<file path="src/hdl/lc4_pkg.sv">
package lc4_pkg;

   typedef logic [15:0] word_type;

   localparam word_type RESET_PC      = 16'h8200;
   localparam word_type FAULT_PC      = 16'h80FF;
   localparam word_type USER_CODE_END = 16'h2000;
   localparam word_type OS_BASE       = 16'h8000;
   localparam logic [2:0] NZP_N = 3'd4;
   localparam logic [2:0] NZP_Z = 3'd2;
   localparam logic [2:0] NZP_P = 3'd1;

   localparam logic [3:0] OP_BR    = 4'd0;
   localparam logic [3:0] OP_ARITH = 4'd1;
   localparam logic [3:0] OP_CMP   = 4'd2;
   localparam logic [3:0] OP_JSR   = 4'd4;
   localparam logic [3:0] OP_LOGIC = 4'd5;
   localparam logic [3:0] OP_LDR   = 4'd6;
   localparam logic [3:0] OP_STR   = 4'd7;
   localparam logic [3:0] OP_RTI   = 4'd8;
   localparam logic [3:0] OP_CONST = 4'd9;
   localparam logic [3:0] OP_SHIFT = 4'd10;
   localparam logic [3:0] OP_JMP   = 4'd12;
   localparam logic [3:0] OP_HICON = 4'd13;
   localparam logic [3:0] OP_TRAP  = 4'd15;

   localparam logic [2:0] ALU_ADD = 3'd0;
   localparam logic [2:0] ALU_MUL = 3'd1;
   localparam logic [2:0] ALU_SUB = 3'd2;
   localparam logic [2:0] ALU_DIV = 3'd3;

   localparam logic [2:0] LOG_AND = 3'd0;
   localparam logic [2:0] LOG_NOT = 3'd1;
   localparam logic [2:0] LOG_OR  = 3'd2;
   localparam logic [2:0] LOG_XOR = 3'd3;

   localparam logic [1:0] CMP_S  = 2'd0;
   localparam logic [1:0] CMP_U  = 2'd1;
   localparam logic [1:0] CMP_SI = 2'd2;

   localparam logic [1:0] SH_SLL = 2'd0;
   localparam logic [1:0] SH_SRA = 2'd1;
   localparam logic [1:0] SH_SRL = 2'd2;
   localparam logic [1:0] SH_MOD = 2'd3;

   typedef struct packed {
      logic capture;
      logic mem_rd_pc;
      logic latch_insn;
      logic div_start;
      logic mem_rd_addr;
      logic finish;
   } ctrl_cmd_type;

   typedef struct packed {
      logic req_cmd;
      logic halted;
      logic fault;
      logic is_div;
      logic is_ldr;
      logic div_done;
   } dp_status_type;

endpackage

</file>
<file path="src/hdl/lc4_ctrl.sv">
module lc4_ctrl (
   input  logic                  clock,
   input  logic                  reset,
   input  logic                  req_valid,
   output logic                  req_ready,
   output logic                  rsp_valid,
   input  logic                  rsp_ready,
   input  lc4_pkg::dp_status_type st,
   output lc4_pkg::ctrl_cmd_type  cmd
);
   import lc4_pkg::*;

   typedef enum logic [2:0] {
      S_IDLE, S_FETCH, S_DECODE, S_EXEC, S_DIV, S_FINISH
   } state_type;

   state_type state_ff;
   logic      rsp_valid_ff;
   logic      out_free;

   assign out_free  = !rsp_valid_ff || rsp_ready;
   assign req_ready = (state_ff == S_IDLE);
   assign rsp_valid = rsp_valid_ff;

   always_comb begin
      cmd             = '0;
      cmd.capture     = (state_ff == S_IDLE) && req_valid;
      cmd.mem_rd_pc   = (state_ff == S_FETCH);
      cmd.latch_insn  = (state_ff == S_DECODE);
      cmd.div_start   = (state_ff == S_EXEC) && !st.fault && st.is_div;
      cmd.mem_rd_addr = (state_ff == S_EXEC) && !st.fault && st.is_ldr;
      cmd.finish      = (state_ff == S_FINISH) && out_free;
   end

   always_ff @(posedge clock) begin
      if (reset) begin
         state_ff     <= S_IDLE;
         rsp_valid_ff <= 1'b0;
      end else begin
         if (rsp_ready) begin
            rsp_valid_ff <= 1'b0;
         end
         unique case (state_ff)
            S_IDLE: begin
               if (req_valid) begin
                  state_ff <= (!st.req_cmd || st.halted) ? S_FINISH : S_FETCH;
               end
            end
            S_FETCH:  state_ff <= S_DECODE;
            S_DECODE: state_ff <= S_EXEC;
            S_EXEC: begin
               state_ff <= (!st.fault && st.is_div) ? S_DIV : S_FINISH;
            end
            S_DIV: begin
               if (st.div_done) begin
                  state_ff <= S_FINISH;
               end
            end
            S_FINISH: begin
               if (out_free) begin
                  rsp_valid_ff <= 1'b1;
                  state_ff     <= S_IDLE;
               end
            end
            default: state_ff <= S_IDLE;
         endcase
      end
   end
endmodule

</file>
<file path="config.mk">
export PLATFORM = sky130hd
export DESIGN_NAME = lc4_ctrl
export DESIGN_NICKNAME = d
export VERILOG_FILES = /design/src/hdl/lc4_pkg.sv /design/src/hdl/lc4_ctrl.sv
export SDC_FILE = /design/constraint.sdc
export NUM_CORES = 1
export LEC_CHECK = 0
export BUFFER_PORTS_ARGS = -buffer_cell sky130_fd_sc_hd__buf_2
export CORE_AREA = 4 4 41 43
export CTS_CLUSTER_SIZE = 12
export DETAILED_ROUTE_END_ITERATION = 12
export DIE_AREA = 0 0 45 47
export PLACE_DENSITY = 0.44
export SKIP_LAST_GASP = 1
export SYNTH_ARGS = -nofsm -noshare
export SYNTH_HDL_FRONTEND = slang
export SYNTH_SLANG_ARGS = --single-unit
</file>
<file path="constraint.sdc">
create_clock -name clock -period 1.2 [get_ports clock]
set_input_delay 0.12 -clock clock [delete_from_list [all_inputs] [get_ports clock]]
set_output_delay 0.12 -clock clock [all_outputs]
set_load 0.05 [all_outputs]
</file>
==> metrics.cfg <==
[synth]
synthCells = 35
synthesis.nets = 45
ys_warn_count = 0
ys_seq_area_share_pct = 26.0
ys_ff_latch = 4
syn_area_um2 = 308
synth.avg_cell_area_um2 = 8.79
synthDistinctLibCells = 23

[floorplanning]
die_area_mm2 = 0.00212
fp-row-count = 13
core_area_mm2 = 0.00130
initial_utilization_pct = 23.7
io_pins = 18
die_w_um = 45
die_height_um = 47

[pwr]
switching_power_mw = 0.605
p_leak_nw = 0.304
vdd_drop_max_mv = 1.35
p_int_mw = 0.801
power_density_mw_per_mm2 = 2180
swShare_pct = 43.0
power_frac_clock_pct = 11.9
combinationalPowerShare_pct = 71.5
seq_power_share_pct = 16.6

[route]
drc_errors = 0
vias_per_cell = 4.36
drt-wirelength-per-cell_um = 11.8
dr.first_iter.drc_count = 3
vias = 353
finalWirelength_um = 958
firstDrtPassIters = 4
detail-route-antenna-nets = 0

[timing]
fin_skew_ns = 0.00450
slew_headroom_pct = 84.6
fmax_mhz = 751
worst_slew_pin_slew_ns = 0.229
holdWs_ns = 0.0848
maxSlewViolCount = 0
post-route-period-util_pct = 111
final-hold-violation-count = 0
rsz0062_at_grt = true
final.setup.worst_slack_ns = -0.131
min_period_ns = 1.33
finalSetupViolCount = 8

[flow_run]
cap_violations = 0

[grt]
antenna_found_initial = 0
use_met1_pct = 12.5
grt_pass1_vias = 395
grt_max_degree = 6
grt_pass1_wl_mm = 1.68
overflow = 0
gr-usage-met3_pct = 4.60
grtUsageMet2_pct = 19.5
track_usage_pct = 11.5
grt.busiest_layer = met2

[final_layout]
syn2layout_area_growth_pct = 109
multi_input_area_um2 = 249
layout-drive-gt1-share_pct = 80.3
fin_util_pct = 49.5
fill_cells = 137
diodes = 0
regArea_um2 = 90.1
final_nets = 78

[setup_path]
start_kind = register
path_max_fanout = 4
path_buf_inv = 2
r2r_cells = 4
path_depth = 4
critPathSlowestCell = dfxtp_4
crit_arrival_ns = 1.21
worstSetupEndpointType = output port
crit_path_max_incr_delay_ns = 0.35
cp.required_ns = 1.08
path_class = register to output port
path_cells = buf_4 -> nor3_4 -> and2_4 -> buf_8
crit_family = flip-flops
r2r_slack_ns = -0.07

[clock_network]
path_clk_slew_ns = 0.04
cts_made_buffers = 3
cts_root_buf = clkbuf_4
clk_latency_ns = 0.24
cts_tree = built
cts.path.max_buffers = 2
htreeDepth = 1
postCtsHoldBufs = 0
clock_sinks = 4

[placement]
place_congestion = 0.706
dp_slack_ns = -0.00615
numPortBuffers = 17
dp_hpwl_um = 673

[min_path]
hp-class = input pin to register
hold_path_depth = 2

[run_status]
status = complete, but fails checks
violations = setup timing

-- what timing repair did --
action	in CTS	in global routing
gates cloned	0	0
setup buffers	3	0
setup endpoints to repair	7	10
resized for setup	26	6
pin swaps	6	2
-- cells in the final DEF, fill, tap and decap left out, drive strengths merged, types with 2 or more instances in the layout --
cell	Yosys	layout
nor3	2	2
nor2b	3	3
nand2	4	4
dfxtp	4	4
nor2	3	3
clkbuf	0	3
a21oi	2	2
and2	3	3
buf	3	31
-- sequential cells by signal (all words and copies together) (netlist names) --
name       count
rsp_valid      1
state_ff       3
-- path summary, 6_finish.rpt --
kind | to | start
max | cmd[5] | state_ff[0]$_SDFFE_PP0P_
min | state_ff[0]$_SDFFE_PP0P_ | reset
max reg2reg | state_ff[2]$_SDFFE_PP0P_ | state_ff[2]$_SDFFE_PP0P_
min reg2reg | state_ff[1]$_SDFFE_PP0P_ | state_ff[1]$_SDFFE_PP0P_
-- area by class of cell --
class	instances	area share, %
repair buffers	31	41.0
flip-flops and latches	4	14.0
well taps	15	2.91
multi-input cells	28	38.6
clock buffers	3	3.50
-- layer usage --
layer,part of all wire (%),wire (um)
met5,0,0
met4,0.63,6
met3,6.2,59
met2,50,475
met1,44,417
-- cell usage after synthesis --
cell type,count,area share (%)
and2_1,3,6.1
nor2b_4,2,8.9
a21oi_1,1,1.6
mux2i_1,1,3.3
a221oi_2,1,4.9
xnor2_1,1,2.8
a21oi_2,1,2.8
a2bb2oi_1,1,2.8
buf_4,1,2.4
and3b_2,1,3.3
nor3_1,2,3.3
a311oi_1,1,2.8
and2b_1,1,2.4
nand2_1,4,4.9
nand3_2,1,3.3
dfxtp_1,4,26
nor2b_1,1,2.0
nor4_1,1,2.0
nor2_1,3,3.7
buf_2,1,1.6
nor3b_1,1,2.4
buf_6,1,3.7
or3b_1,1,2.8
-- through the flow --
step,instance area (um^2),setup TNS (ns),cells,total power [mW]
global route,644,-1.25,81,1.51
CTS,628,-0.764,81,1.38
finish,644,-0.670,81,1.41
global placement,508,-0.0158,75,1.04
floorplan,355,-0.246,35,0.818
detailed placement,508,-0.00615,75,1.03
-- logic make-up (layout without fill, tap and decap cells) --
kind of cell,after synthesis,in the layout,synth area share (%)
DFF,4,4,26.0
AOI/OAI and AO/OA,5,5,15.0
buffers and inverters,3,34,7.72
muxes,1,1,3.25
xor gates and xnor gates,1,1,2.85
and+or+nand+nor,21,21,45.1
-- power groups by stage --
stage,sequential (mW),clock [mW],combinational [mW]
5_1_grt,0.240,0.194,1.07
3_3_place_gp,0.223,0,0.822
6_report,0.233,0.168,1.01
3_5_place_dp,0.218,0,0.815
2_1_floorplan,0.207,0,0.611
4_1_cts,0.228,0.175,0.974
No activity file was read; power rests on OpenSTA's default activity.
